`src/hdl/hnpt_pkg.sv`:
```
// Shared types, constants and helper functions for the held-note priority tracker.
`default_nettype none

package hnpt_pkg;

    // Sizing of the note map and of the press-order ring.
    localparam int NOTE_COUNT    = 128;
    localparam int HISTORY_DEPTH = 20;

    // Fixed widths of the transaction fields.
    localparam int NOTE_FIELD_W = 7;
    localparam int OP_W         = 2;
    localparam int MODE_W       = 2;

    // Derived widths.
    localparam int NOTE_W  = $clog2(NOTE_COUNT);
    localparam int HIST_W  = (HISTORY_DEPTH > 2) ? $clog2(HISTORY_DEPTH) : 1;
    localparam int CMP_W   = (NOTE_W > NOTE_FIELD_W) ? NOTE_W : NOTE_FIELD_W;
    localparam int CMPX_W  = CMP_W + 1;

    // Operation codes.
    localparam logic [OP_W-1:0] OP_PRESS   = 2'd0;
    localparam logic [OP_W-1:0] OP_RELEASE = 2'd1;
    localparam logic [OP_W-1:0] OP_CLEAR   = 2'd2;

    // Priority mode that records press order.
    localparam logic [MODE_W-1:0] MODE_LAST_NOTE = 2'd2;

    typedef enum logic [1:0] {
        ST_IDLE,
        ST_MAP_SCAN,
        ST_HIST_SCAN,
        ST_HOLD
    } state_t;

    // Control bundle broadcast to every cell of the press-order ring.
    typedef struct packed {
        logic              clear;
        logic              push;
        logic              clr_hit;
        logic              rotate;
        logic              probe;
        logic [NOTE_W-1:0] probe_note;
    } hist_ctl_t;

    // True when a stored or incoming note equals a map index.
    function automatic logic note_match(input logic [NOTE_FIELD_W-1:0] entry,
                                        input logic [NOTE_W-1:0] idx);
        logic [CMP_W-1:0] a;
        logic [CMP_W-1:0] b;
        a = CMP_W'(entry);
        b = CMP_W'(idx);
        return a == b;
    endfunction

    // True when a note number lies within the note map.
    function automatic logic note_in_range(input logic [NOTE_FIELD_W-1:0] note);
        logic [CMPX_W-1:0] a;
        a = CMPX_W'(note);
        return a < CMPX_W'(NOTE_COUNT);
    endfunction

    // Map index reduced to the width of a note field.
    function automatic logic [NOTE_FIELD_W-1:0] to_note(input logic [NOTE_W-1:0] idx);
        logic [CMP_W-1:0] wide;
        wide = CMP_W'(idx);
        return wide[NOTE_FIELD_W-1:0];
    endfunction

endpackage

`default_nettype wire

```
`src/hdl/hnpt_if.sv`:
```
// Valid/ready channel interfaces for note events and status results.
`default_nettype none

interface hnpt_in_if;
    logic                                valid;
    logic                                ready;
    logic [hnpt_pkg::OP_W-1:0]           operation;
    logic [hnpt_pkg::NOTE_FIELD_W-1:0]   note;

    modport source (output valid, output operation, output note, input ready);
    modport sink   (input valid, input operation, input note, output ready);
endinterface

interface hnpt_out_if;
    logic                                valid;
    logic                                ready;
    logic                                any_held;
    logic [hnpt_pkg::NOTE_FIELD_W-1:0]   highest_note;
    logic [hnpt_pkg::NOTE_FIELD_W-1:0]   lowest_note;
    logic [hnpt_pkg::NOTE_FIELD_W-1:0]   latest_note;

    modport source (output valid, output any_held, output highest_note,
                    output lowest_note, output latest_note, input ready);
    modport sink   (input valid, input any_held, input highest_note,
                    input lowest_note, input latest_note, output ready);
endinterface

`default_nettype wire

```
`src/hdl/held_note_priority_tracker.sv`:
```
// Top level of the held-note priority tracker: control sequencer and cell rows.
`default_nettype none

// The tracker keeps a map of held notes and, in last-note priority mode, a ring of the
// most recent presses. Each transaction on item_in presses, releases or clears notes, and
// one status transaction follows on result_out: whether any note is held, the highest
// and lowest held note, and the newest recorded press still held (0 when none). Each
// transaction is worked in two scans before the next event is accepted: the held map is a
// circulating row of single-bit cells that passes one note per cycle past the update and
// min/max logic, and the press-order ring is then rotated once past a fixed read position
// to find the newest entry still held. The status register lets the next event be accepted
// while a result is still waiting to be taken. The priority mode register may only be
// written while idle.
module held_note_priority_tracker (
    input  wire logic                          clk,
    input  wire logic                          rst_n,
    input  wire logic                          cfg_we,
    input  wire logic [hnpt_pkg::MODE_W-1:0]   cfg_wdata,
    hnpt_in_if.sink                            item_in,
    hnpt_out_if.source                         result_out
);

    localparam logic [hnpt_pkg::NOTE_W-1:0] MAP_LAST  =
        hnpt_pkg::NOTE_W'(hnpt_pkg::NOTE_COUNT - 1);
    localparam logic [hnpt_pkg::HIST_W-1:0] HIST_LAST =
        hnpt_pkg::HIST_W'(hnpt_pkg::HISTORY_DEPTH - 1);

    // Configuration.
    logic [hnpt_pkg::MODE_W-1:0] mode_reg;

    // Sequencer.
    hnpt_pkg::state_t              state_reg;
    hnpt_pkg::state_t              state_next;
    logic [hnpt_pkg::NOTE_W-1:0]   map_cnt_reg;
    logic [hnpt_pkg::NOTE_W-1:0]   map_cnt_next;
    logic [hnpt_pkg::HIST_W-1:0]   hist_cnt_reg;
    logic [hnpt_pkg::HIST_W-1:0]   hist_cnt_next;

    // The event being worked on.
    logic [hnpt_pkg::OP_W-1:0]         op_reg;
    logic [hnpt_pkg::NOTE_FIELD_W-1:0] note_reg;

    // Results gathered during the scans.
    logic                              any_reg;
    logic                              any_next;
    logic [hnpt_pkg::NOTE_FIELD_W-1:0] high_reg;
    logic [hnpt_pkg::NOTE_FIELD_W-1:0] high_next;
    logic [hnpt_pkg::NOTE_FIELD_W-1:0] low_reg;
    logic [hnpt_pkg::NOTE_FIELD_W-1:0] low_next;
    logic                              found_reg;
    logic                              found_next;
    logic [hnpt_pkg::NOTE_FIELD_W-1:0] latest_reg;
    logic [hnpt_pkg::NOTE_FIELD_W-1:0] latest_next;

    // Output register.
    logic                              out_valid_reg;
    logic                              out_valid_next;
    logic                              out_any_reg;
    logic [hnpt_pkg::NOTE_FIELD_W-1:0] out_high_reg;
    logic [hnpt_pkg::NOTE_FIELD_W-1:0] out_low_reg;
    logic [hnpt_pkg::NOTE_FIELD_W-1:0] out_latest_reg;
    logic                              out_load;

    // Cell rows.
    logic [hnpt_pkg::NOTE_COUNT-1:0]   map_q;
    logic                              map_shift;
    logic                              map_new_bit;
    logic                              note_here;
    hnpt_pkg::hist_ctl_t               hist_ctl;
    logic [hnpt_pkg::NOTE_FIELD_W-1:0] hist_note [hnpt_pkg::HISTORY_DEPTH];
    logic [hnpt_pkg::HISTORY_DEPTH-1:0] hist_hit;

    logic accept;

    assign item_in.ready = (state_reg == hnpt_pkg::ST_IDLE);
    assign accept        = item_in.valid && item_in.ready;

    // Priority mode is simply overwritten; the user must write only while idle, unchecked here.
    always_ff @(posedge clk or negedge rst_n)
    begin
        if (!rst_n)
        begin
            mode_reg <= '0;
        end
        else if (cfg_we)
        begin
            mode_reg <= cfg_wdata;
        end
    end

    // The note under the read position of the map ring is cell 0, whose index equals the
    // scan counter. Its updated value is written back at the far end of the ring, so that
    // after a full revolution every bit is home again with the event applied.
    assign note_here = hnpt_pkg::note_match(note_reg, map_cnt_reg);

    always_comb
    begin
        map_new_bit = map_q[0];
        case (op_reg)
            hnpt_pkg::OP_PRESS:
            begin
                if (note_here)
                begin
                    map_new_bit = 1'b1;
                end
            end
            hnpt_pkg::OP_RELEASE:
            begin
                if (note_here)
                begin
                    map_new_bit = 1'b0;
                end
            end
            hnpt_pkg::OP_CLEAR:
            begin
                map_new_bit = 1'b0;
            end
            default:
            begin
                map_new_bit = map_q[0];
            end
        endcase
    end

    assign map_shift = (state_reg == hnpt_pkg::ST_MAP_SCAN);

    genvar gi;
    generate
        for (gi = 0; gi < hnpt_pkg::NOTE_COUNT; gi++)
        begin : g_map
            if (gi == hnpt_pkg::NOTE_COUNT - 1)
            begin : g_tail
                hnpt_map_cell u_cell (
                    .clk   (clk),
                    .rst_n (rst_n),
                    .shift (map_shift),
                    .d     (map_new_bit),
                    .q     (map_q[gi])
                );
            end
            else
            begin : g_body
                hnpt_map_cell u_cell (
                    .clk   (clk),
                    .rst_n (rst_n),
                    .shift (map_shift),
                    .d     (map_q[gi+1]),
                    .q     (map_q[gi])
                );
            end
        end
    endgenerate

    // Ring control. On acceptance a press in last-note mode is shifted in as the newest
    // entry and a clear empties the ring; every stale hit flag is dropped. While the map
    // circulates, each held note is broadcast so that every entry holding it marks itself.
    // Afterwards the ring rotates towards cell 0, which presents entries newest first.
    always_comb
    begin
        hist_ctl            = '0;
        hist_ctl.clr_hit    = accept;
        hist_ctl.clear      = accept && (item_in.operation == hnpt_pkg::OP_CLEAR);
        hist_ctl.push       = accept && (item_in.operation == hnpt_pkg::OP_PRESS)
                              && (mode_reg == hnpt_pkg::MODE_LAST_NOTE)
                              && hnpt_pkg::note_in_range(item_in.note);
        hist_ctl.rotate     = (state_reg == hnpt_pkg::ST_HIST_SCAN);
        hist_ctl.probe      = map_shift && map_new_bit;
        hist_ctl.probe_note = map_cnt_reg;
    end

    generate
        for (gi = 0; gi < hnpt_pkg::HISTORY_DEPTH; gi++)
        begin : g_hist
            logic [hnpt_pkg::NOTE_FIELD_W-1:0] prev_note;
            logic [hnpt_pkg::NOTE_FIELD_W-1:0] next_note;
            logic                              next_hit;

            if (gi == 0)
            begin : g_head
                assign prev_note = item_in.note;
            end
            else
            begin : g_prev
                assign prev_note = hist_note[gi-1];
            end

            if (gi == hnpt_pkg::HISTORY_DEPTH - 1)
            begin : g_wrap
                assign next_note = hist_note[0];
                assign next_hit  = hist_hit[0];
            end
            else
            begin : g_next
                assign next_note = hist_note[gi+1];
                assign next_hit  = hist_hit[gi+1];
            end

            hnpt_hist_cell u_cell (
                .clk       (clk),
                .rst_n     (rst_n),
                .ctl       (hist_ctl),
                .prev_note (prev_note),
                .next_note (next_note),
                .next_hit  (next_hit),
                .note_q    (hist_note[gi]),
                .hit_q     (hist_hit[gi])
            );
        end
    endgenerate

    // Sequencer and result gathering.
    always_comb
    begin
        state_next    = state_reg;
        map_cnt_next  = map_cnt_reg;
        hist_cnt_next = hist_cnt_reg;
        any_next      = any_reg;
        high_next     = high_reg;
        low_next      = low_reg;
        found_next    = found_reg;
        latest_next   = latest_reg;
        out_load      = 1'b0;

        case (state_reg)
            hnpt_pkg::ST_IDLE:
            begin
                if (accept)
                begin
                    state_next   = hnpt_pkg::ST_MAP_SCAN;
                    map_cnt_next = '0;
                    any_next     = 1'b0;
                    high_next    = '0;
                    low_next     = '0;
                    found_next   = 1'b0;
                    latest_next  = '0;
                end
            end
            hnpt_pkg::ST_MAP_SCAN:
            begin
                // Ascending scan: the first held note is the lowest, the last the highest.
                if (map_new_bit)
                begin
                    if (!any_reg)
                    begin
                        low_next = hnpt_pkg::to_note(map_cnt_reg);
                    end
                    any_next  = 1'b1;
                    high_next = hnpt_pkg::to_note(map_cnt_reg);
                end
                if (map_cnt_reg == MAP_LAST)
                begin
                    state_next    = hnpt_pkg::ST_HIST_SCAN;
                    hist_cnt_next = '0;
                end
                else
                begin
                    map_cnt_next = map_cnt_reg + 1'b1;
                end
            end
            hnpt_pkg::ST_HIST_SCAN:
            begin
                if (hist_hit[0] && !found_reg)
                begin
                    found_next  = 1'b1;
                    latest_next = hist_note[0];
                end
                if (hist_cnt_reg == HIST_LAST)
                begin
                    state_next = hnpt_pkg::ST_HOLD;
                end
                else
                begin
                    hist_cnt_next = hist_cnt_reg + 1'b1;
                end
            end
            hnpt_pkg::ST_HOLD:
            begin
                if (!out_valid_reg || result_out.ready)
                begin
                    out_load   = 1'b1;
                    state_next = hnpt_pkg::ST_IDLE;
                end
            end
            default:
            begin
                state_next = hnpt_pkg::ST_IDLE;
            end
        endcase
    end

    always_comb
    begin
        out_valid_next = out_valid_reg;
        if (out_load)
        begin
            out_valid_next = 1'b1;
        end
        else if (result_out.ready)
        begin
            out_valid_next = 1'b0;
        end
    end

    always_ff @(posedge clk or negedge rst_n)
    begin
        if (!rst_n)
        begin
            state_reg     <= hnpt_pkg::ST_IDLE;
            map_cnt_reg   <= '0;
            hist_cnt_reg  <= '0;
            any_reg       <= 1'b0;
            high_reg      <= '0;
            low_reg       <= '0;
            found_reg     <= 1'b0;
            out_valid_reg <= 1'b0;
        end
        else
        begin
            state_reg     <= state_next;
            map_cnt_reg   <= map_cnt_next;
            hist_cnt_reg  <= hist_cnt_next;
            any_reg       <= any_next;
            high_reg      <= high_next;
            low_reg       <= low_next;
            found_reg     <= found_next;
            out_valid_reg <= out_valid_next;
        end
    end

    // Payload registers.
    always_ff @(posedge clk)
    begin
        latest_reg <= latest_next;
        if (accept)
        begin
            op_reg   <= item_in.operation;
            note_reg <= item_in.note;
        end
        if (out_load)
        begin
            out_any_reg    <= any_reg;
            out_high_reg   <= high_reg;
            out_low_reg    <= low_reg;
            out_latest_reg <= latest_reg;
        end
    end

    assign result_out.valid        = out_valid_reg;
    assign result_out.any_held     = out_any_reg;
    assign result_out.highest_note = out_high_reg;
    assign result_out.lowest_note  = out_low_reg;
    assign result_out.latest_note  = out_latest_reg;

`ifndef NO_ASSERTIONS
    // An accepted event always starts a map revolution from the lowest note.
    a_accept_starts_scan: assert property (@(posedge clk) disable iff (!rst_n)
        accept |=> (state_reg == hnpt_pkg::ST_MAP_SCAN) && (map_cnt_reg == '0))
        else $error("accepted event did not start the map scan");

    // The ring search begins only after the last note of the map has passed.
    a_map_to_hist: assert property (@(posedge clk) disable iff (!rst_n)
        (state_reg == hnpt_pkg::ST_MAP_SCAN) && (map_cnt_reg == MAP_LAST)
        |=> (state_reg == hnpt_pkg::ST_HIST_SCAN) && (hist_cnt_reg == '0))
        else $error("ring search did not follow a complete map revolution");

    // No ring entry can have been found while the map is still circulating.
    a_no_early_find: assert property (@(posedge clk) disable iff (!rst_n)
        (state_reg == hnpt_pkg::ST_MAP_SCAN) |-> !found_reg)
        else $error("latest note found before the map scan finished");

    // With nothing held the highest and lowest notes read as zero.
    a_empty_extremes: assert property (@(posedge clk) disable iff (!rst_n)
        !any_reg |-> (high_reg == '0) && (low_reg == '0))
        else $error("extremes set while no note is held");

    // A finished result is handed to the output register and the block goes idle.
    a_hold_release: assert property (@(posedge clk) disable iff (!rst_n)
        (state_reg == hnpt_pkg::ST_HOLD) && (!out_valid_reg || result_out.ready)
        |=> out_valid_reg && (state_reg == hnpt_pkg::ST_IDLE))
        else $error("finished result not presented");
`endif

endmodule

`default_nettype wire

```
`src/hdl/hnpt_map_cell.sv`:
```
// One cell of the held-note map: a single held bit in a circulating shift ring.
`default_nettype none

module hnpt_map_cell (
    input  wire logic clk,
    input  wire logic rst_n,
    input  wire logic shift,
    input  wire logic d,
    output logic      q
);

    logic held_reg;
    logic held_next;

    always_comb
    begin
        held_next = shift ? d : held_reg;
    end

    always_ff @(posedge clk or negedge rst_n)
    begin
        if (!rst_n)
        begin
            held_reg <= 1'b0;
        end
        else
        begin
            held_reg <= held_next;
        end
    end

    assign q = held_reg;

endmodule

`default_nettype wire

```
`src/hdl/hnpt_hist_cell.sv`:
```
// One cell of the press-order ring: a stored note and its still-held flag.
`default_nettype none

module hnpt_hist_cell (
    input  wire logic                                clk,
    input  wire logic                                rst_n,
    input  wire hnpt_pkg::hist_ctl_t                 ctl,
    input  wire logic [hnpt_pkg::NOTE_FIELD_W-1:0]   prev_note,
    input  wire logic [hnpt_pkg::NOTE_FIELD_W-1:0]   next_note,
    input  wire logic                                next_hit,
    output logic      [hnpt_pkg::NOTE_FIELD_W-1:0]   note_q,
    output logic                                     hit_q
);

    logic [hnpt_pkg::NOTE_FIELD_W-1:0] note_reg;
    logic [hnpt_pkg::NOTE_FIELD_W-1:0] note_next;
    logic                              hit_reg;
    logic                              hit_next;

    always_comb
    begin
        note_next = note_reg;
        hit_next  = hit_reg;
        if (ctl.clear)
        begin
            note_next = '0;
            hit_next  = 1'b0;
        end
        else if (ctl.push)
        begin
            note_next = prev_note;
            hit_next  = 1'b0;
        end
        else if (ctl.rotate)
        begin
            note_next = next_note;
            hit_next  = next_hit;
        end
        else if (ctl.clr_hit)
        begin
            hit_next = 1'b0;
        end
        else if (ctl.probe && hnpt_pkg::note_match(note_reg, ctl.probe_note))
        begin
            hit_next = 1'b1;
        end
    end

    always_ff @(posedge clk or negedge rst_n)
    begin
        if (!rst_n)
        begin
            note_reg <= '0;
            hit_reg  <= 1'b0;
        end
        else
        begin
            note_reg <= note_next;
            hit_reg  <= hit_next;
        end
    end

    assign note_q = note_reg;
    assign hit_q  = hit_reg;

endmodule

`default_nettype wire
```
`src/flat_wrapper.sv`:
```
// flat-port wrapper written by rule: the top's interface ports become plain ports
module held_note_priority_tracker_flat 
  (clk, rst_n, cfg_we, cfg_wdata, item_in_valid, item_in_operation, item_in_note, item_in_ready, result_out_valid, result_out_any_held, result_out_highest_note, result_out_lowest_note, result_out_latest_note, result_out_ready);
  hnpt_in_if item_in_i ();
  hnpt_out_if result_out_i ();
  input  wire logic clk;
  input  wire logic rst_n;
  input  wire logic cfg_we;
  input  wire logic [hnpt_pkg::MODE_W-1:0] cfg_wdata;
  input wire logic [$bits(item_in_i.valid)-1:0] item_in_valid;
  input wire logic [$bits(item_in_i.operation)-1:0] item_in_operation;
  input wire logic [$bits(item_in_i.note)-1:0] item_in_note;
  output wire logic [$bits(item_in_i.ready)-1:0] item_in_ready;
  output wire logic [$bits(result_out_i.valid)-1:0] result_out_valid;
  output wire logic [$bits(result_out_i.any_held)-1:0] result_out_any_held;
  output wire logic [$bits(result_out_i.highest_note)-1:0] result_out_highest_note;
  output wire logic [$bits(result_out_i.lowest_note)-1:0] result_out_lowest_note;
  output wire logic [$bits(result_out_i.latest_note)-1:0] result_out_latest_note;
  input wire logic [$bits(result_out_i.ready)-1:0] result_out_ready;
  assign item_in_i.valid = item_in_valid;
  assign item_in_i.operation = item_in_operation;
  assign item_in_i.note = item_in_note;
  assign item_in_ready = item_in_i.ready;
  assign result_out_valid = result_out_i.valid;
  assign result_out_any_held = result_out_i.any_held;
  assign result_out_highest_note = result_out_i.highest_note;
  assign result_out_lowest_note = result_out_i.lowest_note;
  assign result_out_latest_note = result_out_i.latest_note;
  assign result_out_i.ready = result_out_ready;
  held_note_priority_tracker u_core (.clk(clk), .rst_n(rst_n), .cfg_we(cfg_we), .cfg_wdata(cfg_wdata), .item_in(item_in_i), .result_out(result_out_i));
endmodule
```
`config.mk`:
```
export PLATFORM = sky130hd
export DESIGN_NAME = held_note_priority_tracker_flat
export DESIGN_NICKNAME = d
export VERILOG_FILES = /design/src/hdl/hnpt_pkg.sv /design/src/hdl/hnpt_if.sv /design/src/hdl/held_note_priority_tracker.sv /design/src/hdl/hnpt_map_cell.sv /design/src/hdl/hnpt_hist_cell.sv /design/src/flat_wrapper.sv
export SDC_FILE = /design/constraint.sdc
export NUM_CORES = 1
export LEC_CHECK = 0
export BUFFER_PORTS_ARGS = -buffer_cell sky130_fd_sc_hd__buf_2
export CAP_MARGIN = 20
export CORE_MARGIN = 2
export CORE_UTILIZATION = 46
export DETAILED_ROUTE_END_ITERATION = 10
export PLACE_DENSITY = 0.65
export SLEW_MARGIN = 30
export SYNTH_ARGS = -nofsm -noshare
export SYNTH_HDL_FRONTEND = slang
export SYNTH_HIERARCHICAL = 1
export SYNTH_SLANG_ARGS = --single-unit
```
`constraint.sdc`:
```
create_clock -name clk -period 8.9 [get_ports clk]
set_input_delay 0.445 -clock clk [delete_from_list [all_inputs] [get_ports clk]]
set_output_delay 0.445 -clock clk [all_outputs]
set_load 0.02 [all_outputs]
```
# Yosys cells after proc, flatten, opt, wreduce, memory -nomap -nowiden

Cells that the tools add are included.

Add/subtract/negate cells: 2
Equality and inequality tests: 39
Multiplexer cells: 190
Reduce and logical (&&, ||, !) cells: 63

Operators by type and width:

| operator              | count |
|---|---|
| $mux W7               | 66 |
| $eq A7 B7 Y1          | 21 |
| $mux W1               | 109 |
| $reduce_bool A5 Y1    | 20 |
| $pmux W7 S2           | 4 |
| $logic_and A1 B1 Y1   | 26 |
| $reduce_and A3 Y1     | 4 |
| $eq A2 B2 Y1 const B  | 5 |
| $mux W5               | 2 |
| $ne A2 B2 Y1 const B  | 5 |
| $pmux W5 S2           | 1 |
| $mux W2               | 4 |
| $ne A2 B1 Y1 const B  | 4 |
| $pmux W2 S4           | 1 |
| $reduce_and A4 Y1     | 2 |
| $reduce_bool A2 Y1    | 4 |
| $add A7 B1 Y7 const B | 1 |
| $eq A7 B7 Y1 const B  | 1 |
| $logic_not A2 Y1      | 3 |
| $add A5 B1 Y5 const B | 1 |
| $eq A5 B5 Y1 const B  | 1 |
| $eq A2 B1 Y1 const B  | 2 |
| $pmux W1 S2           | 2 |
| $pmux W1 S3           | 1 |
| 3 further kinds       | 4 |

Register bits after elaboration: 359
Output and inout bits: 24
Logic and storage cells: 478

# Longest topological paths before layout

Depth in word-level cells: 10
Gate-level depth with buffers: 8
Mapped depth without buffers: 7

# Cells and area by module

Netlist, hierarchy kept.

By module, submodules not included:

| module                     | instances | cells an instance | area an instance (um2) |
|---|---|---|---|
| hnpt_hist_cell             | 20        | 53                | 483.0 |
| hnpt_map_cell              | 128       | 2                 | 40.0 |
| held_note_priority_tracker | 1         | 227               | 2,989.1 |

# Worst setup path before layout

Ideal clock, no wire load.

Path kind: register -> register
From: register u_core.state_reg[0]
To: register u_core.g_hist[0].u_cell.note_reg (netlist bit u_core/g_hist[0].u_cell/note_q[5])
Setup time: 130 ps
Arrival time: 8,459 ps
Setup slack: 311 ps
Cell stages (with the launch flop): 9
Path buffers: 1
Cell sequence: dfrtp_1 -> inv_1 -> ha_1 -> nand2_1 -> nor3_1 -> clkbuf_1 -> nor2_1 -> a21oi_1 -> nor2_1

RTL lines:

| element                | line                              | text |
|---|---|---|
| from (decl)            | held_note_priority_tracker.sv:32  | `hnpt_pkg::state_t state_reg;` |
| from (signal assigned) | held_note_priority_tracker.sv:308 | `state_reg <= hnpt_pkg::ST_IDLE;` |
| from (signal assigned) | held_note_priority_tracker.sv:319 | `state_reg <= state_next;` |
| to (signal assigned)   | hnpt_hist_cell.sv:58              | `note_reg <= note_next;` |
| to (decl)              | hnpt_hist_cell.sv:15              | `logic [hnpt_pkg::NOTE_FIELD_W-1:0] note_reg;` |

==> results.md <==
* Status: finished, final reports clean
* Nets at about 1600
* CP endpoint: u_core/g_hist[4].u_cell/note_q[4]
* Slew margin rel. at 0.3862
* Post-cts gate resize count at 0
* Final core utilization at 0.5227
* Antenna cells at 0
* Placed cells at a little over 2000
* Critical R2R Capture: u_core/g_hist[4].u_cell/note_q[4]
* Reg clk slew, reported paths at roughly 0.060 ns
* Critical Path RT at 9.30 ns
* CP arrival at 3.83 ns
* Number of synthesized flops with an enable pin at 38
* Sw frac at 0.3675
* Non-filler instance count after layout at 2127
* Syn Area/Cell at 11.52 sq um
* Crit path max-delay cell type: buf_4
* Register share of total power at 0.377
* Drt first pass iters at 5
* Syn_nets at around 1600
* Final TNS setup at 0 ns
* F_max at 0.2912 GHz
* Via density at 5.338
* Die outline width at 200.6 microns
* Tcrit/Tclk final at 0.3858
* Power Total at 6725 uW
* Synth Flop Type: dfrtp_1
* Critical setup path kind: flop to flop
* Initial antenna violation count at 0
* Antenna viol nets, final at 0
* Initial core utilization at 0.4631
* Yosys top cell area share at 0.4520
* Global router's overall resource usage at 0.1776
* Synth warnings at 6
* P per Cell Area at between 300 and 400 mW/mm^2
* Register bit count reported by yosys at 359
* Sw Pwr at 2471 uW
* Largest net degree at the start of global routing at 218
* Setup crit start: u_core/state_reg[0]
* Top-count cell post-synth: nor2_1
* Number of I/O port buffers at 39
* Number of CTS-inserted buffers at 39
* Final setup fails at 0
* Hold WC Path Type: input port to flop
* Synth area leaders: dfrtp_1 (45%), mux2_4 (11%), mux2i_1 (8.1%)
* Mapped Cells at 1543
* FF-to-FF path depth at 9
* CTS tree: built
* Num ports at 40
* Sequential cell area at 0.009174 sq mm
* Post-synth ARST share at 0.8942
* Post-synthesis sequential area ratio at 0.5162
* Vias in the first global route at 11090
* Critical Path Most Common Cell: nor2_1
* Comb power frac at 0.366
* Worst-path fanout max at 217
* Remaining Overflow, GRT at 0
* Library cells used by synthesis at 48
* Detailed Route WL at ~35000 microns
* Total of max-cap violations at 0
* FF-to-FF Start: u_core/state_reg[0]
* Top post-synthesis cells by count: nor2_1 (328), dfrtp_1 (321), a21oi_1 (167)
* Multi-input logic area at around 0.0083 sq mm
* H-tree depth at 2
* Drt drc at 0
* Tightest Pin Transition at between 0.9 and 1 ns
* Clock skew at 0.02166 ns
* R2R Setup Slk at 5.47 ns
* RSZ-0062 raised after global routing: no
* Final Hold Viols at 0
* Mapped Area at 0.01777 sq mm
* First-pass GRT wire length at 59820 microns
* Fin. max-slew vios at 0
* Pleak at just under 0.01 uW
* Clk_lat worst skew at 0.54 ns
* CP Cell Sequence: inv_1, ha_1, nand2_1, nor3_2, buf_12, buf_4, nor2_1, a21oi_1, nor2_1
* CTS Buffer Depth at 3
* Slowest stage delay, CP at 0.80 ns
* Clock sinks at about 360
* Area growth, synth to finish at 12.85%
* Clk Tree Root Cell: clkbuf_16
* Layout cells sized above 1 at 0.1883
* Post-synth top area cell: dfrtp_1
* Internal at about 4300 uW
* Clock network power share at 0.257
* # rows at 72
* CP Launch Type: flop
* Core ar. at roughly 0.038 sq mm
* Drt initial violations at ~730
* Max reg flops at 140
* Crit end category: flop
* Tmin final at 3.434 ns
* # fillers at 3370
* Routed vias at approximately 11000
* Per-cell routed wire length at 16.69 microns
* Die Span Y at 200.6 microns
* Worst VDD drop at between 0.1 and 0.15 mV
* DP Wirelength at 20600 microns
* Die ar. at between 0.04 and 0.05 sq mm
* Final RePlAce weighted congestion at between 0.7 and 0.8
* Hold_ws at roughly 0.12 ns
## stage by stage
stage          worst slack (ns)  area, sq um
2_1_floorplan            0.3110        17770
5_1_grt                   5.130        20060
4_1_cts                   5.496        19950
3_3_place_gp              5.476        18550
6_report                  5.466        20060
3_5_place_dp              5.499        18560
## kinds of logic after synthesis
group	after synthesis	synth area share
buffers and inverters	78	0.01837
muxes	274	0.1906
and+or+nand+nor	449	0.1149
adders and majority gates	6	0.004224
DFF	359	0.5162
AOI/OAI and AO/OA	230	0.08293
xor gates and xnor gates	147	0.07286
## cell type report
class	instances	area share
Sequential cell	359	0.4574
Multi-Input combinational cell	1106	0.4152
Clock buffer	52	0.05464
Tap cell	518	0.03231
Timing Repair Buffer	62	0.02377
Clock inverter	18	0.01447
Inverter	12	0.002246
## how the worst min path moves through the flow
stage / startpoint / end / slack [ns] / cells past startpoint
2_1_floorplan: rst_n / u_core/any_reg / 0.15 / 0
3_3_place_gp: u_core/latest_reg[5] / u_core/result_out.latest_note[5] / 0.40 / 0
3_5_place_dp: u_core/latest_reg[3] / u_core/result_out.latest_note[3] / 0.41 / 0
4_1_cts: rst_n / u_core/g_hist[16].u_cell/note_q[3] / 0.06 / 1
5_1_grt: item_in_note[2] / u_core/note_reg[2] / 0.11 / 1
6_report: item_in_note[2] / u_core/note_reg[2] / 0.12 / 1
## repair_timing
| action | CTS | global route |
|---|---|---|
| setup buffers | 0 | 0 |
| hold endpoints to repair | 0 | 58 |
| hold buffers | 0 | 1 |
## power groups by stage
| stage | registers (uW) | clock network, uW | logic, uW |
|---|---|---|---|
| floorplan | 2490 | 0 | 2070 |
| global placement | 2550 | 0 | 2400 |
| detailed placement | 2570 | 0 | 2450 |
| CTS | 2540 | 1770 | 2470 |
| global route | 2600 | 1840 | 2740 |
| finish | 2540 | 1730 | 2460 |
## cells in the final DEF (no fill, tap or decap), drive strengths merged, types with 2 or more instances in the layout
master / instances
and2: 8
a22o: 10
buf: 61
dfrtp: 321
clkinv: 9
a2111oi: 20
clkinvlp: 2
bufinv: 7
nor2b: 2
nor4: 23
nor3: 26
a21o: 2
xor2: 121
clkbuf: 52
nand2b: 5
inv: 12
o21ai: 8
o22ai: 8
a41oi: 2
nand4: 25
mux2i: 143
o41a: 2
edfxtp: 38
nand3: 4
a21oi: 167
o31ai: 2
nand2: 22
nor3b: 2
mux2: 131
o32ai: 3
nor2: 328
xnor2: 26
ha: 6
## routing by layer
| metal | routed length [microns] | track usage |
|---|---|---|
| met2 | 16470 | 0.2752 |
| met3 | 1309 | 0.02873 |
| met1 | 16960 | 0.2581 |
| met4 | 745 | 0.05238 |
| met5 | 0 | 0 |
## worst max-delay path, delay by kind of cell (launching register included)
| kind | cells | cell delay (ns) |
|---|---|---|
| simple gates | 4 | 0.68 |
| flops | 1 | 0.44 |
| fa+ha+maj | 1 | 0.30 |
| compound gates | 1 | 0.15 |
| buf+inv | 3 | 1.59 |
Power figures use the tool's default switching activity.
